==> config.mk <==
export PLATFORM = sky130hd
export DESIGN_NAME = interval_overlap_clusterer_core
export DESIGN_NICKNAME = d
export VERILOG_FILES = /design/src/hw/rtl/ioc_pkg.sv /design/src/hw/rtl/interval_overlap_clusterer_core.sv /design/src/hw/rtl/ioc_mem.sv /design/src/hw/rtl/ioc_out.sv /design/src/hw/rtl/ioc_seq.sv
export SDC_FILE = /design/constraint.sdc
export NUM_CORES = 2
export LEC_CHECK = 0
export BUFFER_PORTS_ARGS = -buffer_cell sky130_fd_sc_hd__buf_2
export CAP_MARGIN = 20
export CORE_MARGIN = 4
export CORE_UTILIZATION = 50
export DETAILED_ROUTE_END_ITERATION = 12
export HOLD_SLACK_MARGIN = 0.05
export PLACE_DENSITY = 0.66
export SETUP_SLACK_MARGIN = 0.3
export SYNTH_ARGS = -nofsm -noshare
export SYNTH_HDL_FRONTEND = slang
export SYNTH_SLANG_ARGS = --single-unit
==> constraint.sdc <==
create_clock -name clk -period 6.4 [get_ports clk]
set_input_delay 0.32 -clock clk [delete_from_list [all_inputs] [get_ports clk]]
set_output_delay 0.32 -clock clk [all_outputs]
set_load 0.02 [all_outputs]
==> src/hw/rtl/ioc_pkg.sv <==
// Shared types and constants for the interval overlap clusterer.
// No dependencies; imported by ioc_seq, ioc_out and the top level.
package ioc_pkg;

  // Bit positions inside the result tuser field
  localparam int unsigned USER_RUN_DONE = 0;
  localparam int unsigned USER_OVERFLOW = 1;
  localparam int unsigned USER_W        = 2;

  // Sequencer states, one-hot
  typedef enum logic [8:0] {
    S_IDLE    = 9'b000000001,
    S_RET_RD  = 9'b000000010,
    S_RET_CHK = 9'b000000100,
    S_INS_DEC = 9'b000001000,
    S_INS_RD  = 9'b000010000,
    S_INS_CMP = 9'b000100000,
    S_INS_WR  = 9'b001000000,
    S_EMIT_RD = 9'b010000000,
    S_EMIT_LD = 9'b100000000
  } seq_state_t;

  // Load request from the sequencer to the output register
  typedef struct packed {
    logic load;
    logic cluster_done;
    logic run_done;
    logic overflow;
  } emit_ctl_t;

endpackage

==> src/hw/rtl/interval_overlap_clusterer_core.sv <==
// Interval overlap clusterer, top level.
// Instantiates ioc_seq, ioc_mem and ioc_out; depends on ioc_pkg.
//
// Input stream (s_axis): one interval per transaction, starts nondecreasing.
// tlast marks the final interval of a set; it flushes a last cluster and
// empties the active set. Output stream (m_axis): one cluster member per
// transaction, tlast on the last member of each cluster.
// An item is taken only while the sequencer is idle. Per item the sequencer
// steps through accept, insert decision and write (no write when the
// interval is dropped), plus a read and a check for each active entry
// examined for retirement, a read and a compare for each entry passed by the
// sorted insert, and a read and a load for each emitted member (held while
// m_axis stalls). The registered read of the active-set RAM sets these steps.
// The output register lets the next input be accepted while the last result
// of an item still waits on m_axis_tready; a stalled receiver otherwise holds
// the sequencer in its emit loop with no results lost.
// Reset (rst, synchronous) empties the active set and clears the overflow
// flag; no clearing pass runs, the block is ready the cycle after reset.
module interval_overlap_clusterer_core #(
  parameter int unsigned ACTIVE_CAPACITY = 32,
  parameter int unsigned COORD_WIDTH     = 32,
  parameter int unsigned TAG_WIDTH       = 16
) (
  input  logic clk,
  input  logic rst,
  input  logic s_axis_tvalid,
  output logic s_axis_tready,
  // tdata, low to high: interval_start, interval_end, member_tag, zero fill
  input  logic [((2*COORD_WIDTH+TAG_WIDTH+7)/8)*8-1:0] s_axis_tdata,
  input  logic s_axis_tlast,
  output logic m_axis_tvalid,
  input  logic m_axis_tready,
  // tdata, low to high: cluster_member, zero fill
  output logic [((TAG_WIDTH+7)/8)*8-1:0] m_axis_tdata,
  output logic m_axis_tlast,
  // tuser, low to high: run_done, overflow_seen
  output logic [ioc_pkg::USER_W-1:0] m_axis_tuser
);
  import ioc_pkg::*;

  localparam int unsigned PW    = (ACTIVE_CAPACITY > 1) ? $clog2(ACTIVE_CAPACITY) : 1;
  localparam int unsigned CW    = $clog2(ACTIVE_CAPACITY + 1);
  localparam int unsigned EW    = COORD_WIDTH + TAG_WIDTH;
  localparam int unsigned OUT_W = ((TAG_WIDTH + 7) / 8) * 8;

  emit_ctl_t             emit;
  logic                  slot_free;
  logic                  mem_wr_en;
  logic [PW-1:0]         mem_wr_addr;
  logic [EW-1:0]         mem_wr_data;
  logic                  mem_rd_en;
  logic [PW-1:0]         mem_rd_addr;
  logic [EW-1:0]         mem_rd_data;
  logic [TAG_WIDTH-1:0]  member;
  logic                  run_done;
  logic                  overflow_seen;

  ioc_seq #(
    .ACTIVE_CAPACITY(ACTIVE_CAPACITY),
    .COORD_WIDTH    (COORD_WIDTH),
    .TAG_WIDTH      (TAG_WIDTH),
    .PW             (PW),
    .CW             (CW)
  ) u_seq (
    .clk        (clk),
    .rst        (rst),
    .in_valid   (s_axis_tvalid),
    .in_ready   (s_axis_tready),
    .in_start   (s_axis_tdata[COORD_WIDTH-1:0]),
    .in_end     (s_axis_tdata[2*COORD_WIDTH-1:COORD_WIDTH]),
    .in_tag     (s_axis_tdata[2*COORD_WIDTH+TAG_WIDTH-1:2*COORD_WIDTH]),
    .in_last    (s_axis_tlast),
    .slot_free  (slot_free),
    .emit       (emit),
    .mem_wr_en  (mem_wr_en),
    .mem_wr_addr(mem_wr_addr),
    .mem_wr_data(mem_wr_data),
    .mem_rd_en  (mem_rd_en),
    .mem_rd_addr(mem_rd_addr),
    .mem_rd_data(mem_rd_data)
  );

  ioc_mem #(
    .DEPTH(ACTIVE_CAPACITY),
    .WIDTH(EW),
    .AW   (PW)
  ) u_mem (
    .clk    (clk),
    .wr_en  (mem_wr_en),
    .wr_addr(mem_wr_addr),
    .wr_data(mem_wr_data),
    .rd_en  (mem_rd_en),
    .rd_addr(mem_rd_addr),
    .rd_data(mem_rd_data)
  );

  ioc_out #(
    .TAG_WIDTH(TAG_WIDTH)
  ) u_out (
    .clk          (clk),
    .rst          (rst),
    .emit         (emit),
    .emit_tag     (mem_rd_data[TAG_WIDTH-1:0]),
    .tready       (m_axis_tready),
    .tvalid       (m_axis_tvalid),
    .member       (member),
    .cluster_done (m_axis_tlast),
    .run_done     (run_done),
    .overflow_seen(overflow_seen),
    .slot_free    (slot_free)
  );

  assign m_axis_tdata                = OUT_W'(member);
  assign m_axis_tuser[USER_RUN_DONE] = run_done;
  assign m_axis_tuser[USER_OVERFLOW] = overflow_seen;

endmodule

==> src/hw/rtl/ioc_mem.sv <==
// Active-set storage: single-port-write, single-port-read synchronous RAM.
// Read data is registered. No dependencies.
module ioc_mem #(
  parameter int unsigned DEPTH = 32,
  parameter int unsigned WIDTH = 48,
  parameter int unsigned AW    = 5
) (
  input  logic             clk,
  input  logic             wr_en,
  input  logic [AW-1:0]    wr_addr,
  input  logic [WIDTH-1:0] wr_data,
  input  logic             rd_en,
  input  logic [AW-1:0]    rd_addr,
  output logic [WIDTH-1:0] rd_data
);

  logic [WIDTH-1:0] ram [DEPTH];

  always_ff @(posedge clk) begin
    if (wr_en) begin
      ram[wr_addr] <= wr_data;
    end
  end

  always_ff @(posedge clk) begin
    if (rd_en) begin
      rd_data <= ram[rd_addr];
    end
  end

endmodule

==> src/hw/rtl/ioc_out.sv <==
// Result register for the master stream: holds one cluster member until taken.
// Depends on ioc_pkg (emit_ctl_t).
module ioc_out #(
  parameter int unsigned TAG_WIDTH = 16
) (
  input  logic                  clk,
  input  logic                  rst,
  input  ioc_pkg::emit_ctl_t    emit,
  input  logic [TAG_WIDTH-1:0]  emit_tag,
  input  logic                  tready,
  output logic                  tvalid,
  output logic [TAG_WIDTH-1:0]  member,
  output logic                  cluster_done,
  output logic                  run_done,
  output logic                  overflow_seen,
  output logic                  slot_free
);
  import ioc_pkg::*;

  always_ff @(posedge clk) begin
    if (rst) begin
      tvalid <= 1'b0;
    end else if (emit.load) begin
      tvalid <= 1'b1;
    end else if (tready) begin
      tvalid <= 1'b0;
    end
  end

  always_ff @(posedge clk) begin
    if (emit.load) begin
      member        <= emit_tag;
      cluster_done  <= emit.cluster_done;
      run_done      <= emit.run_done;
      overflow_seen <= emit.overflow;
    end
  end

  // register is empty after this edge
  assign slot_free = !tvalid || tready;

endmodule

==> src/hw/rtl/ioc_seq.sv <==
// Sequencer: retire, sorted insert and cluster emission over the active-set RAM.
// Active set is a ring (head, count) in ioc_mem. Depends on ioc_pkg.
module ioc_seq #(
  parameter int unsigned ACTIVE_CAPACITY = 32,
  parameter int unsigned COORD_WIDTH     = 32,
  parameter int unsigned TAG_WIDTH       = 16,
  parameter int unsigned PW              = 5,
  parameter int unsigned CW              = 6
) (
  input  logic                          clk,
  input  logic                          rst,
  input  logic                          in_valid,
  output logic                          in_ready,
  input  logic [COORD_WIDTH-1:0]        in_start,
  input  logic [COORD_WIDTH-1:0]        in_end,
  input  logic [TAG_WIDTH-1:0]          in_tag,
  input  logic                          in_last,
  input  logic                          slot_free,
  output ioc_pkg::emit_ctl_t            emit,
  output logic                          mem_wr_en,
  output logic [PW-1:0]                 mem_wr_addr,
  output logic [COORD_WIDTH+TAG_WIDTH-1:0] mem_wr_data,
  output logic                          mem_rd_en,
  output logic [PW-1:0]                 mem_rd_addr,
  input  logic [COORD_WIDTH+TAG_WIDTH-1:0] mem_rd_data
);
  import ioc_pkg::*;

  localparam int unsigned SW = CW + 1;

  seq_state_t state;

  logic [PW-1:0]          head;
  logic [CW-1:0]          count;
  logic [CW-1:0]          pos;
  logic [CW-1:0]          idx;
  logic                   pending;
  logic                   ovf;
  logic                   flush_kind;
  logic [COORD_WIDTH-1:0] start_r;
  logic [COORD_WIDTH-1:0] end_r;
  logic [TAG_WIDTH-1:0]   tag_r;
  logic                   last_r;

  logic [COORD_WIDTH-1:0] rd_end;
  logic                   retire_hit;
  logic                   ins_shift;
  logic                   last_member;
  logic                   at_cap;

  function automatic logic [PW-1:0] ring_addr(input logic [PW-1:0] base,
                                              input logic [CW-1:0] off);
    logic [SW-1:0] sum;
    sum = SW'(base) + SW'(off);
    if (sum >= SW'(ACTIVE_CAPACITY)) begin
      sum = sum - SW'(ACTIVE_CAPACITY);
    end
    return sum[PW-1:0];
  endfunction

  assign rd_end      = mem_rd_data[COORD_WIDTH+TAG_WIDTH-1:TAG_WIDTH];
  assign retire_hit  = $signed(rd_end) < $signed(start_r);
  assign ins_shift   = $signed(rd_end) > $signed(end_r);
  assign last_member = (idx == count - CW'(1));
  assign at_cap      = (count >= CW'(ACTIVE_CAPACITY));
  assign in_ready    = (state == S_IDLE);

  // Reads and writes never share a cycle; the FSM orders every access.
  always_comb begin
    mem_rd_en   = 1'b0;
    mem_rd_addr = head;
    mem_wr_en   = 1'b0;
    mem_wr_addr = ring_addr(head, pos);
    mem_wr_data = {end_r, tag_r};
    emit        = '0;
    unique case (state)
      S_RET_RD: begin
        mem_rd_en = 1'b1;
      end
      S_INS_RD: begin
        mem_rd_en   = 1'b1;
        mem_rd_addr = ring_addr(head, pos - CW'(1));
      end
      S_INS_CMP: begin
        if (ins_shift) begin
          mem_wr_en   = 1'b1;
          mem_wr_data = mem_rd_data;
        end
      end
      S_INS_WR: begin
        mem_wr_en = 1'b1;
      end
      S_EMIT_RD: begin
        mem_rd_en   = slot_free;
        mem_rd_addr = ring_addr(head, idx);
      end
      S_EMIT_LD: begin
        emit.load         = 1'b1;
        emit.cluster_done = last_member;
        emit.run_done     = last_member && (flush_kind || !last_r);
        emit.overflow     = ovf;
      end
      default: begin
      end
    endcase
  end

  always_ff @(posedge clk) begin
    if (rst) begin
      state   <= S_IDLE;
      head    <= '0;
      count   <= '0;
      pending <= 1'b0;
      ovf     <= 1'b0;
    end else begin
      unique case (state)
        S_IDLE: begin
          if (in_valid) begin
            start_r <= in_start;
            end_r   <= in_end;
            tag_r   <= in_tag;
            last_r  <= in_last;
            state   <= (count != '0) ? S_RET_RD : S_INS_DEC;
          end
        end
        S_RET_RD: begin
          state <= S_RET_CHK;
        end
        S_RET_CHK: begin
          if (retire_hit) begin
            if (pending) begin
              flush_kind <= 1'b0;
              idx        <= '0;
              state      <= S_EMIT_RD;
            end else begin
              head  <= ring_addr(head, CW'(1));
              count <= count - CW'(1);
              state <= (count == CW'(1)) ? S_INS_DEC : S_RET_RD;
            end
          end else begin
            state <= S_INS_DEC;
          end
        end
        S_INS_DEC: begin
          if (at_cap) begin
            // set is full: drop the interval, pending flag unchanged
            ovf <= 1'b1;
            if (last_r && pending) begin
              flush_kind <= 1'b1;
              idx        <= '0;
              state      <= S_EMIT_RD;
            end else begin
              if (last_r) begin
                count   <= '0;
                head    <= '0;
                pending <= 1'b0;
              end
              state <= S_IDLE;
            end
          end else begin
            pos   <= count;
            state <= (count == '0) ? S_INS_WR : S_INS_RD;
          end
        end
        S_INS_RD: begin
          state <= S_INS_CMP;
        end
        S_INS_CMP: begin
          if (ins_shift) begin
            pos   <= pos - CW'(1);
            state <= (pos == CW'(1)) ? S_INS_WR : S_INS_RD;
          end else begin
            state <= S_INS_WR;
          end
        end
        S_INS_WR: begin
          count   <= count + CW'(1);
          pending <= 1'b1;
          if (last_r) begin
            flush_kind <= 1'b1;
            idx        <= '0;
            state      <= S_EMIT_RD;
          end else begin
            state <= S_IDLE;
          end
        end
        S_EMIT_RD: begin
          if (slot_free) begin
            state <= S_EMIT_LD;
          end
        end
        S_EMIT_LD: begin
          if (last_member) begin
            pending <= 1'b0;
            if (flush_kind) begin
              count <= '0;
              head  <= '0;
              state <= S_IDLE;
            end else begin
              // cluster out; now retire the front entry
              head  <= ring_addr(head, CW'(1));
              count <= count - CW'(1);
              state <= (count == CW'(1)) ? S_INS_DEC : S_RET_RD;
            end
          end else begin
            idx   <= idx + CW'(1);
            state <= S_EMIT_RD;
          end
        end
        default: begin
          state <= S_IDLE;
        end
      endcase
    end
  end

  a_count_bound: assert property (@(posedge clk) disable iff (rst)
    count <= CW'(ACTIVE_CAPACITY))
    else $error("active count above capacity");

  a_pending_nonempty: assert property (@(posedge clk) disable iff (rst)
    pending |-> (count != '0))
    else $error("insert pending with empty active set");

  a_load_free: assert property (@(posedge clk) disable iff (rst)
    (state == S_EMIT_LD) |-> $past(slot_free))
    else $error("result loaded while output register occupied");

  a_insert_room: assert property (@(posedge clk) disable iff (rst)
    (state == S_INS_WR) |-> !at_cap)
    else $error("insert into full active set");

endmodule

## After elaboration in Yosys (flattened, before gate mapping)

Memory sizes are Yosys's and may differ from the RTL's. A register that Yosys moved wholly into a read port is not among the register bits.
Index checks and enable logic that the tools add are counted.

| word-level totals | value |
|---|---|
| register bits after elaboration | 136 |
| RAM bits | 1536 |
| bits of input ports | 85 |
| output and inout bits | 21 |
| word-level logic and storage cells | 154 |
| memories kept | 1 |

| cells by class | value |
|---|---|
| add/sub/neg operators | 12 |
| order comparisons | 7 |
| eq/ne operators | 26 |
| multiplexer cells | 66 |
| bitwise operators | 1 |
| reductions and logical operators | 24 |

Memories:

| memory | words | bits a word | read ports | clocked after Yosys merged registers in | write ports | RTL line | text |
|---|---|---|---|---|---|---|---|
| u_mem.ram | 32 | 48 | 1 | 1 | 1 | ioc_mem.sv:17 | `logic [WIDTH-1:0] ram [DEPTH];` |

Operators by type and width:

| operator | count |
|---|---|
| 48-bit two-way mux | 2 |
| 6-bit two-way mux | 14 |
| 9-bit case mux with 9 select lines | 1 |
| 9-bit two-way mux | 8 |
| 5-bit two-way mux | 11 |
| 6-bit case mux with 4 select lines | 2 |
| 32-bit greater-than comparator | 1 |
| 32-bit less-than comparator | 1 |
| 5-bit by 6-bit adder with 7-bit output | 3 |
| 7-bit by 6-bit >= comparator with 1-bit output, second input constant | 3 |
| 7-bit AND reduction | 3 |
| 5-bit by 1-bit subtractor with 5-bit output, second input constant | 4 |
| 8-bit two-way mux | 2 |
| 2-bit by 1-bit != test with 1-bit output, second input constant | 8 |
| 5-bit case mux with 3 select lines | 1 |
| 1-bit two-way mux | 14 |
| 7-bit two-way mux | 2 |
| 6-bit by 1-bit adder with 6-bit output, second input constant | 2 |
| 6-bit by 1-bit == test with 1-bit output, second input constant | 2 |
| 6-bit >= comparator, second input constant | 2 |
| 4-bit two-way mux | 3 |
| 2-bit != test, second input constant | 6 |
| 6-bit case mux with 2 select lines | 1 |
| 6-bit by 1-bit subtractor with 6-bit output, second input constant | 2 |
| other kinds (29) | 38 |

## Longest topological paths before layout

| depth | value |
|---|---|
| depth in word-level cells | 6 |
| gate-level depth with buffers | 18 |
| gate-level depth less buffers | 15 |

## Modules after synthesis

A second synthesis with hierarchy kept.

| unflattened totals | value |
|---|---|
| cells, all modules | 4081 |
| area total of the unflattened synthesis | 69286.5 um^2 |

By module, submodules not included:

| module | instances | cells each | area each (um^2) | sequential area each (um^2) |
|---|---|---|---|---|
| ioc_mem | 1 | 3364 | 61205.0 | 47565.6 |
| ioc_seq | 1 | 692 | 7449.6 | 3263.1 |
| ioc_out | 1 | 23 | 616.8 | 590.6 |
| interval_overlap_clusterer_core | 1 | 2 | 15.0 | 0.0 |

## Worst setup path before layout

No wires, ideal clock.

| path | value |
|---|---|
| kind | flip-flop to flip-flop |
| from | register u_seq.state[3] |
| to | register u_seq.end_r[0] (enable) |
| library setup time | 521 ps |
| arrival | 4649 ps |
| data required time | 5879 ps |
| path slack | 1230 ps |
| stages on the path, launching flop included | 5 |
| buffers on the path | 0 |
| clock period less this slack | 5170 ps |
| path through | dfxtp_1 -> nor3_2 -> and4b_1 -> nand2_1 -> nor2_1 |

| on the way | value |
|---|---|
| longest elaborated chain between the ends | 2 |

RTL lines:

| item | RTL line | text |
|---|---|---|
| from (decl) | ioc_seq.sv:31 | `seq_state_t state;` |
| from (signal assigned) | ioc_seq.sv:123 | `state <= (count != '0) ? S_RET_RD : S_INS_DEC;` |
| from (signal assigned) | ioc_seq.sv:138 | `state <= (count == CW'(1)) ? S_INS_DEC : S_RET_RD;` |
| from (signal assigned) | ioc_seq.sv:162 | `state <= (count == '0) ? S_INS_WR : S_INS_RD;` |
| 9-bit by 1-bit == test with 1-bit output | - |  |
| named net s_axis_tready | interval_overlap_clusterer_core.sv:27 | `output logic s_axis_tready,` |
| 3-bit AND reduction (no source line) | - |  |
| to (signal assigned) | ioc_seq.sv:120 | `end_r <= in_end;` |
| to (decl) | ioc_seq.sv:41 | `logic [COORD_WIDTH-1:0] end_r;` |

The timed path passes the listed nets, and every way through them passes these cells.
A chain may end at the register's enable or synchronous reset.

## Worst setup path in the final report

| path | value |
|---|---|
| from | register u_mem.rd_data[47], read port of u_mem.ram |
| to | memory u_mem.ram[12][4] (data pin) |

| on the way | value |
|---|---|
| longest elaborated chain between the ends | 3 |

RTL lines:

| item | RTL line | text |
|---|---|---|
| from (decl) | ioc_mem.sv:14 | `output logic [WIDTH-1:0] rd_data` |
| 32-bit greater-than comparator | ioc_seq.sv:63 | `assign ins_shift = $signed(rd_end) > $signed(end_r);` |
| 48-bit two-way mux | ioc_seq.sv:85 | `if (ins_shift) begin` |
| 48-bit two-way mux | ioc_seq.sv:76 | `unique case (state)` |
| named net mem_wr_data[4] | interval_overlap_clusterer_core.sv:50 | `logic [EW-1:0] mem_wr_data;` |
| to (decl) | ioc_mem.sv:17 |  |

The timed path passes the listed nets, and every way through them passes these cells.

==> flow_summary.ini <==
[floorplanning]
die_y_um = 377.8
io-pin-count = 106
die_area_um2 = 142700
start_util_pct = 50.41
rows = 135
die_x_um = 377.8
core_um2 = 135600

[worst_setup_path]
slowest_stage = nor3_1
r2r_slack_ns = 0.41
timing.rr.end = u_mem.ram[12][4]
cp-end-kind = register
r2r-start = u_mem.rd_data[47]
worstPathRequired_ns = 6.83
crit_type = register to register
path_delay_family = simple AND/OR/NAND/NOR gates
worstSetupPathDepth = 10
crit_chain = ha_1, nand4_1, or2_2, nor3_1, o21ai_0, and3_1, o211ai_4, buf_12, buf_4, mux2_2
critPathLaunchType = register
r2r_cells = 10
cp_max_fo = 32
startpoint = u_mem.rd_data[47]
cpPeakStageDelay_ns = 0.87
cp.arrival_ns = 6.42
crit_buf_inv = 2

[yosys]
syn_inst = 4818
seq_area_frac_synth_pct = 75.21
synth_edf_count = 1697
synth-warning-count = 0
synth_top_family_by_area = simple AND/OR/NAND/NOR gates
synth.top_cell.area_share_pct = 74.53
avgSynthCellArea_um2 = 14.19
synthSimpleGateAreaFrac_pct = 13.08
synth.most_common_cell = edfxtp_1
synth.area.mux_share_pct = 3.693
async_reset_ff_share_pct = 0
ys_types = 65
yosys-top-cells-count = edfxtp_1, nand2_1, nand3_1
synthXorXnorAreaFrac_pct = 0.3331
synth_compound_area_share_pct = 4.022
netlist.top_cell.by_area = edfxtp_1
synth.area.top_cells = edfxtp_1, nand2_1, nand3_1
syn_area_um2 = 68370
syn_nets = 4984
ys.flop_type = edfxtp_1
synthAdderAreaFrac_pct = 1.504
synth_seq_cells = 1720

[power_and_ir_drop]
p_per_area_nw_per_um2 = 294.2
p_leak_nw = 25.51
pwr-share-seq_pct = 54.4
irDropWorstVdd_mv = 0.2080
internal_power_mw = 18.35
power.net_switching_mw = 4.693
p_sw_share_pct = 20.36
pwr-share-comb_pct = 3.0
p_clk_share_pct = 42.6
power.total_mw = 23.05

[clocking]
cts_tree = done
clockRootBuffer = clkbuf_16
clock-sinks = 1720
postCtsSetupBuffers = 0
cts_buffers = 173
path_clk_slew_ns = 0.06
cts_max_path_buffers = 3
clkLatencyLatePin_ns = 0.81
htreeDepth = 4

[sta]
finalCritPeriodShare_pct = 93.55
min_period_ns = 5.987
hold_viol = 0
slew_violations = 0
finalSetupTns_ns = 0
worst_pin_slew_ns = 1.215
fmax_ghz = 0.1670
setup_viol = 0
whs_ns = 0.2266
max_slew_margin_pct = 18.16
rsz0062_at_grt = no
clock_skew_ns = 0.03645

[final_layout]
drive_above_1_share_pct = 11.32
nets = 5208
utilization_pct = 57.76
final_cells = 6967
synthToLayoutAreaGrowth_pct = 14.58
diodes = 0
fillCellCount = 10350

[drt]
routed_via_density = 6.119
wirelength_mm = 186.1
routedWlPerCell_um = 26.71
vias = 42630
drcViolationCount = 0
drt_iter0_drc = 5385
ant_nets = 0
firstDrtPassIters = 6

[place]
io_buffers = 105
finalWeightedCongestion = 0.8509
dpl.hpwl_mm = 101.5
place_inst = 6561

[global_route]
grt_first_pass_wirelength_mm = 273.5
grt_usage_pct = 25.98
antenna_found_initial = 0
grt_pass1_vias = 40750
grt_max_degree = 147
overflow = 0

[min_path]
hold_end = u_seq.start_r[9]
hp-class = input port to register
holdPathStages = 2
min_from = s_axis_tdata[9]

[status]
status = completed

[job]
max-cap-violations = 0
-- state kept, by name, summed over array words and instances, names as in the netlist, 5 cells and up --
signal and cells:
u_mem.ram 1536, u_mem.rd_data 48, u_out.member 16, u_seq.count 6, u_seq.end_r 32, u_seq.head 5, u_seq.idx 6, u_seq.pos 6
u_seq.start_r 32, u_seq.state 9, u_seq.tag_r 16
-- layout make-up --
type / instances / area [um^2] / area share, %
clock inverters: 93 / 825.8 / 1.054
inverters: 84 / 315.3 / 0.4025
well taps: 1781 / 2228 / 2.845
flip-flops and latches: 1720 / 51420 / 65.64
repair buffers: 329 / 2948 / 3.763
clock buffers: 226 / 4644 / 5.929
multi-input cells: 2734 / 15960 / 20.37
-- cell families after synthesis --
group / Yosys count
and+or+nand+nor: 2016
DFF: 1720
AOI/OAI and AO/OA: 365
buffers and inverters: 364
muxes: 246
adders and majority gates: 81
xor gates and xnor gates: 26
-- cell usage in the layout, fill, tap and decap left out, types with 5 or more instances in the layout --
| master | n |
|---|---|
| a31oi_1 | 6 |
| bufinv_16 | 14 |
| ha_1 | 79 |
| clkinv_2 | 25 |
| buf_12 | 41 |
| mux2_2 | 50 |
| xor2_1 | 11 |
| nand4_1 | 254 |
| buf_4 | 97 |
| nand3_1 | 406 |
| a21oi_1 | 44 |
| inv_1 | 83 |
| a211oi_1 | 6 |
| a32oi_1 | 193 |
| nor3_1 | 11 |
| edfxtp_1 | 1697 |
| nor2b_1 | 7 |
| nand2b_1 | 8 |
| nor2_1 | 51 |
| clkbuf_16 | 178 |
| dlygate4sd3_1 | 84 |
| xnor2_1 | 15 |
| clkinv_1 | 42 |
| buf_2 | 106 |
| and3_1 | 5 |
| clkbuf_1 | 47 |
| a21oi_4 | 32 |
| mux2i_1 | 196 |
| nand2_1 | 1237 |
| a21o_1 | 14 |
| nor2_4 | 5 |
| o21a_1 | 8 |
| dfxtp_1 | 23 |
| o21ai_0 | 30 |
-- metal layers --
metal | GRT usage (%) | vias up | routed length [um] | share of wire (%)
met4 | 8.252 | 0 | 5583 | 3.0
met1 | 37.10 | 21440 | 76540 | 41
li1 | - | 18610 | - | -
met2 | 40.54 | 2246 | 86640 | 47
met5 | 0 | - | 0 | 0
met3 | 5.123 | 334 | 17350 | 9.3
-- power by group through the flow --
| stage | Combinational, mW | Sequential, mW | Clock [mW] |
|---|---|---|---|
| final | 0.686 | 12.5 | 9.82 |
| after global routing | 0.754 | 12.5 | 10.4 |
| after CTS | 0.685 | 12.5 | 9.95 |
| after detailed placement | 0.641 | 12.8 | 0 |
| after global placement | 0.624 | 12.8 | 0 |
| after floorplan | 0.382 | 12.8 | 0 |
-- worst reg2reg max path: stages, from the launching register on --
cell and delay, ns:
edfxtp_1 0.51, ha_1 0.48, nand4_1 0.16, or2_2 0.38
nor3_1 0.87, o21ai_0 0.77, and3_1 0.47, o211ai_4 0.52
buf_12 0.33, buf_4 0.48, mux2_2 0.65
-- per-stage QoR --
stage          setup WS [ns]  instance area, um^2
6_report              0.4130                78340
3_3_place_gp          0.5659                71980
4_1_cts               0.4648                78290
3_5_place_dp          0.4884                71980
2_1_floorplan          1.230                68370
5_1_grt               0.3482                78340
-- what timing repair did --
item,4_1_cts,5_1_grt
endpoints found under the hold margin,99,0
hold buffers,84,0
resized for setup,0,0
-- worst max path at each step --
stage	to	slack (ns)
2_1_floorplan	u_seq.end_r[0]	1.23
3_3_place_gp	u_mem.ram[22][6]	0.57
3_5_place_dp	u_mem.ram[23][6]	0.49
4_1_cts	u_mem.ram[14][6]	0.46
5_1_grt	u_mem.ram[24][5]	0.35
6_report	u_mem.ram[12][4]	0.41
(Power assumes the default switching activity.)
